[src/rtl/mm3_pkg.sv]
// Shared types and constants for the MurmurHash3 x86_32 key hasher.
// No dependencies; every rtl file imports this package.
package mm3_pkg;

   typedef struct packed {
      logic [31:0] data_word;
      logic [2:0]  byte_count;
      logic        last_word;
   } req_type;

   typedef struct packed {
      logic [31:0] hash_value;
      logic [31:0] key_length;
   } rsp_type;

   // operand pair for the shared multiplier
   typedef struct packed {
      logic [31:0] op_a;
      logic [31:0] op_b;
   } mul_op_type;

   localparam logic [31:0] MIX_C1  = 32'hcc9e2d51;
   localparam logic [31:0] MIX_C2  = 32'h1b873593;
   localparam logic [31:0] MIX_ADD = 32'he6546b64;
   localparam logic [31:0] MIX_X5  = 32'd5;
   localparam logic [31:0] FIN_M1  = 32'h85ebca6b;
   localparam logic [31:0] FIN_M2  = 32'hc2b2ae35;

   localparam logic [2:0] FULL_COUNT = 3'd4;

   // register map, selected by byte address bit [2]
   localparam logic REG_SEED = 1'b0;

endpackage

[src/rtl/murmur3_32_key_hash.sv]
// MurmurHash3 x86_32 key hasher. Words of a key arrive one at a time on the req channel and
// one multiplier is shared by every multiply step. A full word that does not end the key goes
// through scramble multiply, second scramble multiply, fold times 5 and add before the next word
// is taken. A word that ends the key then also runs the avalanche (two multiplies, then the final
// xor-shift); a short one (0 to 3 bytes) skips the add. The seed register at byte address 0 is
// picked up when the next key starts. A finished hash waits in the rsp register; the next key may
// be taken meanwhile and only stalls at its final step if that register is still full.
module murmur3_32_key_hash (
   input  logic              clock,
   input  logic              reset,
   input  logic              req_valid,
   output logic              req_ready,
   input  mm3_pkg::req_type  req_data,
   output logic              rsp_valid,
   input  logic              rsp_ready,
   output mm3_pkg::rsp_type  rsp_data,
   input  logic              psel,
   input  logic              penable,
   input  logic              pwrite,
   input  logic [2:0]        paddr,
   input  logic [31:0]       pwdata,
   output logic [31:0]       prdata,
   output logic              pready
);
   import mm3_pkg::*;

   localparam logic [2:0] S_IDLE = 3'd0;
   localparam logic [2:0] S_K2   = 3'd1;
   localparam logic [2:0] S_FOLD = 3'd2;
   localparam logic [2:0] S_ADD  = 3'd3;
   localparam logic [2:0] S_FIN1 = 3'd4;
   localparam logic [2:0] S_FIN2 = 3'd5;
   localparam logic [2:0] S_FIN3 = 3'd6;

   logic [2:0]  state_ff, state_in;
   logic [31:0] seed_ff, seed_in;
   logic [31:0] hash_ff, hash_in;
   logic [31:0] total_ff, total_in;
   logic        busy_ff, busy_in;
   logic [2:0]  count_ff, count_in;
   logic        ends_ff, ends_in;
   logic        rsp_valid_ff, rsp_valid_in;
   rsp_type     rsp_ff, rsp_in;

   mul_op_type  mul_op;
   logic [31:0] product;

   logic        accept;
   logic        csr_write;
   logic        rsp_load;
   logic [2:0]  clamp_count;
   logic [31:0] masked_word;
   logic [31:0] fold_x;
   logic [31:0] fold_rot;
   logic [31:0] fin_g;

   function automatic logic [31:0] rotl(input logic [31:0] v, input int unsigned n);
      rotl = (v << n) | (v >> (32 - n));
   endfunction

   mm3_mul u_mul (
      .clock   (clock),
      .mul_op  (mul_op),
      .product (product)
   );

   assign pready    = 1'b1;
   assign csr_write = psel && penable && pwrite && (paddr[2] == REG_SEED);
   assign prdata    = (paddr[2] == REG_SEED) ? seed_ff : 32'd0;
   assign seed_in   = csr_write ? pwdata : seed_ff;

   assign req_ready = (state_ff == S_IDLE);
   assign accept    = req_valid && req_ready;

   // oversized counts act as a full word
   assign clamp_count = req_data.byte_count[2] ? FULL_COUNT : req_data.byte_count;

   always_comb begin
      case (clamp_count)
         3'd1:    masked_word = {24'd0, req_data.data_word[7:0]};
         3'd2:    masked_word = {16'd0, req_data.data_word[15:0]};
         3'd3:    masked_word = {8'd0, req_data.data_word[23:0]};
         3'd4:    masked_word = req_data.data_word;
         default: masked_word = 32'd0;
      endcase
   end

   assign fold_x   = hash_ff ^ ((count_ff != 3'd0) ? product : 32'd0);
   assign fold_rot = rotl(fold_x, 13);
   assign fin_g    = hash_ff ^ total_ff;
   assign rsp_load = (state_ff == S_FIN3) && (!rsp_valid_ff || rsp_ready);

   always_comb begin
      state_in   = state_ff;
      hash_in    = hash_ff;
      total_in   = total_ff;
      busy_in    = busy_ff;
      count_in   = count_ff;
      ends_in    = ends_ff;
      rsp_in     = rsp_ff;
      mul_op     = '0;
      case (state_ff)
         S_IDLE: begin
            mul_op.op_a = masked_word;
            mul_op.op_b = MIX_C1;
            if (accept) begin
               count_in = clamp_count;
               ends_in  = req_data.last_word || (clamp_count != FULL_COUNT);
               if (!busy_ff) begin
                  // key start: reload seed, restart the length
                  hash_in  = seed_ff;
                  total_in = {29'd0, clamp_count};
               end else begin
                  total_in = total_ff + {29'd0, clamp_count};
               end
               state_in = S_K2;
            end
         end
         S_K2: begin
            mul_op.op_a = rotl(product, 15);
            mul_op.op_b = MIX_C2;
            state_in    = S_FOLD;
         end
         S_FOLD: begin
            mul_op.op_a = fold_rot;
            mul_op.op_b = MIX_X5;
            if (count_ff == FULL_COUNT) begin
               state_in = S_ADD;
            end else begin
               hash_in  = fold_x;
               state_in = S_FIN1;
            end
         end
         S_ADD: begin
            hash_in = product + MIX_ADD;
            if (ends_ff) begin
               state_in = S_FIN1;
            end else begin
               busy_in  = 1'b1;
               state_in = S_IDLE;
            end
         end
         S_FIN1: begin
            mul_op.op_a = fin_g ^ (fin_g >> 16);
            mul_op.op_b = FIN_M1;
            state_in    = S_FIN2;
         end
         S_FIN2: begin
            mul_op.op_a = product ^ (product >> 13);
            mul_op.op_b = FIN_M2;
            state_in    = S_FIN3;
         end
         S_FIN3: begin
            // recirculate the product through the multiplier while the result register is full
            mul_op.op_a = product;
            mul_op.op_b = 32'd1;
            // hold until the result register is free
            if (rsp_load) begin
               rsp_in.hash_value = product ^ (product >> 16);
               rsp_in.key_length = total_ff;
               busy_in           = 1'b0;
               state_in          = S_IDLE;
            end
         end
         default: begin
            state_in = S_IDLE;
         end
      endcase
   end

   assign rsp_valid_in = rsp_load || (rsp_valid_ff && !rsp_ready);

   always_ff @(posedge clock) begin
      if (reset) begin
         state_ff     <= S_IDLE;
         seed_ff      <= 32'd0;
         busy_ff      <= 1'b0;
         rsp_valid_ff <= 1'b0;
         total_ff     <= 32'd0;
      end else begin
         state_ff     <= state_in;
         seed_ff      <= seed_in;
         busy_ff      <= busy_in;
         rsp_valid_ff <= rsp_valid_in;
         total_ff     <= total_in;
      end
   end

   always_ff @(posedge clock) begin
      hash_ff  <= hash_in;
      count_ff <= count_in;
      ends_ff  <= ends_in;
      rsp_ff   <= rsp_in;
   end

   assign rsp_valid = rsp_valid_ff;
   assign rsp_data  = rsp_ff;

`ifndef NO_ASSERTIONS
   a_busy_after_accept: assert property (@(posedge clock) disable iff (reset)
      accept |=> !req_ready)
      else $error("word taken while a word is still in work");

   a_rsp_from_final: assert property (@(posedge clock) disable iff (reset)
      $rose(rsp_valid) |-> $past(state_ff) == S_FIN3)
      else $error("result word raised outside the final step");

   a_key_closed: assert property (@(posedge clock) disable iff (reset)
      rsp_load |=> !busy_ff && rsp_valid)
      else $error("key left open after its result");

   a_scramble_order: assert property (@(posedge clock) disable iff (reset)
      state_ff == S_K2 |=> state_ff == S_FOLD)
      else $error("scramble sequence broken");

   a_rsp_held: assert property (@(posedge clock) disable iff (reset)
      rsp_valid && !rsp_ready |=> rsp_valid && $stable(rsp_data))
      else $error("stalled result word changed");
`endif

endmodule

[src/rtl/mm3_mul.sv]
// Shared 32x32 multiplier of the key hasher, low product word registered.
// Depends on mm3_pkg.
module mm3_mul (
   input  logic                   clock,
   input  mm3_pkg::mul_op_type    mul_op,
   output logic [31:0]            product
);
   import mm3_pkg::*;

   logic [31:0] product_ff;
   logic [31:0] product_in;

   assign product_in = mul_op.op_a * mul_op.op_b;

   always_ff @(posedge clock) begin
      product_ff <= product_in;
   end

   assign product = product_ff;

endmodule

[config.mk]
export PLATFORM = sky130hd
export DESIGN_NAME = murmur3_32_key_hash
export DESIGN_NICKNAME = d
export VERILOG_FILES = /design/src/rtl/mm3_pkg.sv /design/src/rtl/murmur3_32_key_hash.sv /design/src/rtl/mm3_mul.sv
export SDC_FILE = /design/constraint.sdc
export NUM_CORES = 2
export LEC_CHECK = 0
export ABC_AREA = 1
export BUFFER_PORTS_ARGS = -buffer_cell sky130_fd_sc_hd__clkbuf_2
export CORE_ASPECT_RATIO = 2
export CORE_MARGIN = 4
export CORE_UTILIZATION = 42
export CTS_CLUSTER_DIAMETER = 100
export CTS_CLUSTER_SIZE = 14
export DETAILED_ROUTE_END_ITERATION = 8
export SLEW_MARGIN = 20
export SYNTH_ARGS = -nofsm -noshare
export SYNTH_HDL_FRONTEND = slang
export SYNTH_SLANG_ARGS = --single-unit
export TNS_END_PERCENT = 30
[constraint.sdc]
create_clock -name clock -period 19.02 [get_ports clock]
set_input_delay 2.853 -clock clock [delete_from_list [all_inputs] [get_ports clock]]
set_output_delay 2.853 -clock clock [all_outputs]
set_load 0.1 [all_outputs]
==> report_table.html <==
<table>
<tr><th>Metric</th><th>Value</th></tr>
<tr><th colspan="2">Drt</th></tr>
<tr><td>Routed wirelength normalized by instance count</td><td>a little under 30 um</td></tr>
<tr><td>DR pass1 iterations</td><td>6</td></tr>
<tr><td>Initial DRC count</td><td>1,787</td></tr>
<tr><td>DRC violations left</td><td>0</td></tr>
<tr><td>Via total after detailed routing</td><td>around 22,000</td></tr>
<tr><td>Final WL</td><td>around 120 mm</td></tr>
<tr><td>Vias per inst</td><td>5.41</td></tr>
<tr><td>Number of antenna-violating nets in the routed design</td><td>0</td></tr>
<tr><th colspan="2">Yosys</th></tr>
<tr><td>Count of flip-flops with a built-in enable after synthesis</td><td>100</td></tr>
<tr><td>Post-synthesis sequential element count</td><td>between 200 and 250</td></tr>
<tr><td>Synthesis Warnings</td><td>0</td></tr>
<tr><td>Post-synth top area share</td><td>between 30% and 40%</td></tr>
<tr><td>Main flop type after synthesis</td><td>dfxtp_1</td></tr>
<tr><td>Per-instance average area after synthesis</td><td>~8 sq um</td></tr>
<tr><td>Total nets after synthesis</td><td>between 3,000 and 4,000</td></tr>
<tr><td>Cell types occupying the most area after synthesis</td><td>fa_1 (32%), inv_1 (12%), edfxtp_1 (12%)</td></tr>
<tr><td>Synth cell count leaders</td><td>inv_1 (844), nand2_1 (520), fa_1 (404)</td></tr>
<tr><td>Seq/Total Area, Yosys</td><td>19.6%</td></tr>
<tr><td>Area leader, netlist</td><td>fa_1</td></tr>
<tr><td>Netlist cell types</td><td>62</td></tr>
<tr><td>Fraction of synthesis flops using an asynchronous set or reset pin</td><td>0%</td></tr>
<tr><td>Total standard cell area after synthesis</td><td>~26,000 sq um</td></tr>
<tr><td>Cell with the most instances after synthesis</td><td>inv_1</td></tr>
<tr><td>Gate count after technology mapping</td><td>3,117</td></tr>
<tr><th colspan="2">Timing</th></tr>
<tr><td>Highest clock frequency the design can meet</td><td>80.8 MHz</td></tr>
<tr><td>RSZ-0062 raised after global routing</td><td>false</td></tr>
<tr><td>Final critical delay including setup and external delays</td><td>between 10 and 15 ns</td></tr>
<tr><td>Minimum hold slack</td><td>0.487 ns</td></tr>
<tr><td>Setup violation total in the final timing report</td><td>0</td></tr>
<tr><td>Worst max-slew margin expressed relative to the limit</td><td>a little under an eighth</td></tr>
<tr><td>Transition time of the tightest slew-check pin</td><td>about 1.3 ns</td></tr>
<tr><td>Fraction of the cycle the final worst path needs</td><td>between 60% and 70%</td></tr>
<tr><td>Total negative slack for setup checks</td><td>0 ns</td></tr>
<tr><td>Final number of max-transition violations</td><td>0</td></tr>
<tr><td>Final hold violation count</td><td>0</td></tr>
<tr><td>Final worst clock skew</td><td>approximately 0.024 ns</td></tr>
<tr><th colspan="2">CTS</th></tr>
<tr><td>Clock buffers created by TritonCTS</td><td>18</td></tr>
<tr><td>CTS Sinks</td><td>about 200</td></tr>
<tr><td>Clock H-tree levels</td><td>1</td></tr>
<tr><td>Clock latency on the worst-skew pair</td><td>between 0.5 and 0.6 ns</td></tr>
<tr><td>CTS Hold Buffers Added</td><td>0</td></tr>
<tr><td>Clock tree buffer depth</td><td>3</td></tr>
<tr><td>Root Driver</td><td>clkbuf_16</td></tr>
<tr><td>CTS tree</td><td>yes</td></tr>
<tr><td>Post-CTS setup buffers</td><td>0</td></tr>
<tr><td>Quantity of gates resized following cts</td><td>0</td></tr>
<tr><td>Clock transition at the registers of the reported paths</td><td>0.09 ns</td></tr>
<tr><th colspan="2">GRT</th></tr>
<tr><td>Vias in the first global route</td><td>between 20,000 and 25,000</td></tr>
<tr><td>Initial antenna violation count</td><td>1</td></tr>
<tr><td>First-pass GRT wire length</td><td>around 170 mm</td></tr>
<tr><td>Pin count of the biggest net entering global routing</td><td>57</td></tr>
<tr><td>Global Route Usage Sum</td><td>a little under two fifths</td></tr>
<tr><td>Global route total overflow</td><td>0</td></tr>
<tr><th colspan="2">Min path</th></tr>
<tr><td>Class of the tightest hold or removal check</td><td>reg2reg</td></tr>
<tr><th colspan="2">Worst setup path</th></tr>
<tr><td>Top cell family by delay on the critical path</td><td>adder cells</td></tr>
<tr><td>Kind of critical path</td><td>in2reg</td></tr>
<tr><td>Nature of the critical path endpoint</td><td>register</td></tr>
<tr><td>Worst setup SP type</td><td>input port</td></tr>
<tr><td>Data required, critical path</td><td>approximately 20 ns</td></tr>
<tr><td>Crit path buf inv count</td><td>10</td></tr>
<tr><td>Data arrival time of the critical path</td><td>between 10 and 15 ns</td></tr>
<tr><td>Cell with the biggest individual delay on the critical path</td><td>a21oi_1</td></tr>
<tr><td>Delay of the slowest cell on the worst path</td><td>around 0.70 ns</td></tr>
<tr><td>Cell type with the highest occurrence count on the critical path</td><td>inv_1</td></tr>
<tr><td>Largest fanout on the critical path</td><td>12</td></tr>
<tr><th colspan="2">Floorplan</th></tr>
<tr><td>DIE AREA</td><td>~65,000 sq um</td></tr>
<tr><td>Width of the die</td><td>183 um</td></tr>
<tr><td>Row count</td><td>roughly 130</td></tr>
<tr><td>Die Height</td><td>approximately 360 um</td></tr>
<tr><td>Top-level port count</td><td>around 180</td></tr>
<tr><td>Initial cell density of the core</td><td>42.5%</td></tr>
<tr><td>Core Region</td><td>roughly 60,000 sq um</td></tr>
<tr><th colspan="2">Placement</th></tr>
<tr><td>Count of buffers inserted at the top-level ports</td><td>about 170</td></tr>
<tr><td>RePlAce Congestion</td><td>1.06</td></tr>
<tr><td>Dpl cells</td><td>roughly 4,000</td></tr>
<tr><td>Detail Placement HPWL</td><td>around 100 mm</td></tr>
<tr><th colspan="2">Run status</th></tr>
<tr><td>Outcome</td><td>finished clean</td></tr>
<tr><th colspan="2">Final layout</th></tr>
<tr><td>Post-Layout Cell Count</td><td>between 4,000 and 5,000</td></tr>
<tr><td>Area delta synth-&gt;final</td><td>8.50%</td></tr>
<tr><td>Number of nets in the finished design</td><td>a little under 4,000</td></tr>
<tr><td>Share of cells above drive strength 1</td><td>a little under a tenth</td></tr>
<tr><th colspan="2">Run</th></tr>
<tr><td>Max Cap Violations</td><td>0</td></tr>
</table>
## per-layer routing
layer | global-route usage (%) | wire, um | up-vias
met2 | 66.8 | 61300 | 1069
met4 | 39.3 | 17300 | 0
met5 | 0.226 | 0 | -
met1 | 33.6 | 35500 | 10600
li1 | - | - | 9659
met3 | 4.82 | 5960 | 500
## layout make-up
type	instances	area [sq um]
inverter	859	3230
timing repair buffer	202	1080
clock inverter	2	23.8
tap	774	968
sequential	201	5020
multi-input combinational	1968	16900
antenna	1	2.50
fill	6121	32500
clock buffer	30	517
## sequential cells by signal (all words and copies together) (netlist names)
name / flops
busy_ff: 1
count_ff: 3
ends_ff: 1
hash_ff: 32
rsp_data: 64
rsp_valid: 1
seed_ff: 32
state_ff: 3
total_ff: 32
u_mul.product: 32
## cells in the final DEF (no fill, tap or decap), types with 8 or more instances in the layout
master,n
nor2_1,239
nor4_1,9
o21bai_1,14
fa_1,404
a21oi_1,122
nor2_2,12
clkbuf_2,173
o211ai_1,14
ha_1,128
clkbuf_16,19
nand2_2,9
edfxtp_1,100
o221ai_1,14
dfxtp_1,101
clkbuf_1,11
o21ai_0,93
nand2_1,520
a31oi_1,11
nand3_2,11
nand3b_1,8
buf_4,29
inv_2,8
inv_1,844
nand4_1,22
or2_2,9
xor2_1,51
xnor2_1,33
nor3_1,19
nand3_1,143
## kinds of logic after synthesis
kind of cell,Yosys count,share of synthesized area (%)
compound gates,318,7.32
xor+xnor,85,2.91
fa+ha+maj,532,37.9
buf+inv,948,14.4
flops,201,19.6
other cells,1,0.0147
simple gates,1032,17.9
## stage by stage
| step | utilization, % | area [sq um] | setup WS (ns) |
|---|---|---|---|
| floorplan | - | 25600 | 8.83 |
| global placement | 45.2 | 27200 | 6.37 |
| detailed placement | 45.2 | 27200 | 6.28 |
| CTS | 46.1 | 27800 | 6.78 |
| global route | 46.1 | 27800 | 6.41 |
| finish | 46.1 | 27800 | 6.64 |
## final timing paths
path,startpoint,end,slack (ns),depth (start not counted)
worst max-delay path,req_data[3],u_mul.product[31],6.64,37
worst min-delay path,total_ff[27],rsp_data[27],0.49,0
worst max register to register,state_ff[0],u_mul.product[31],7.51,35
worst min register to register,total_ff[27],rsp_data[27],0.49,0
Power is left out: the tool's default activity adds up to more than one toggle a clock period on the data nets, which glitch-free logic cannot reach.
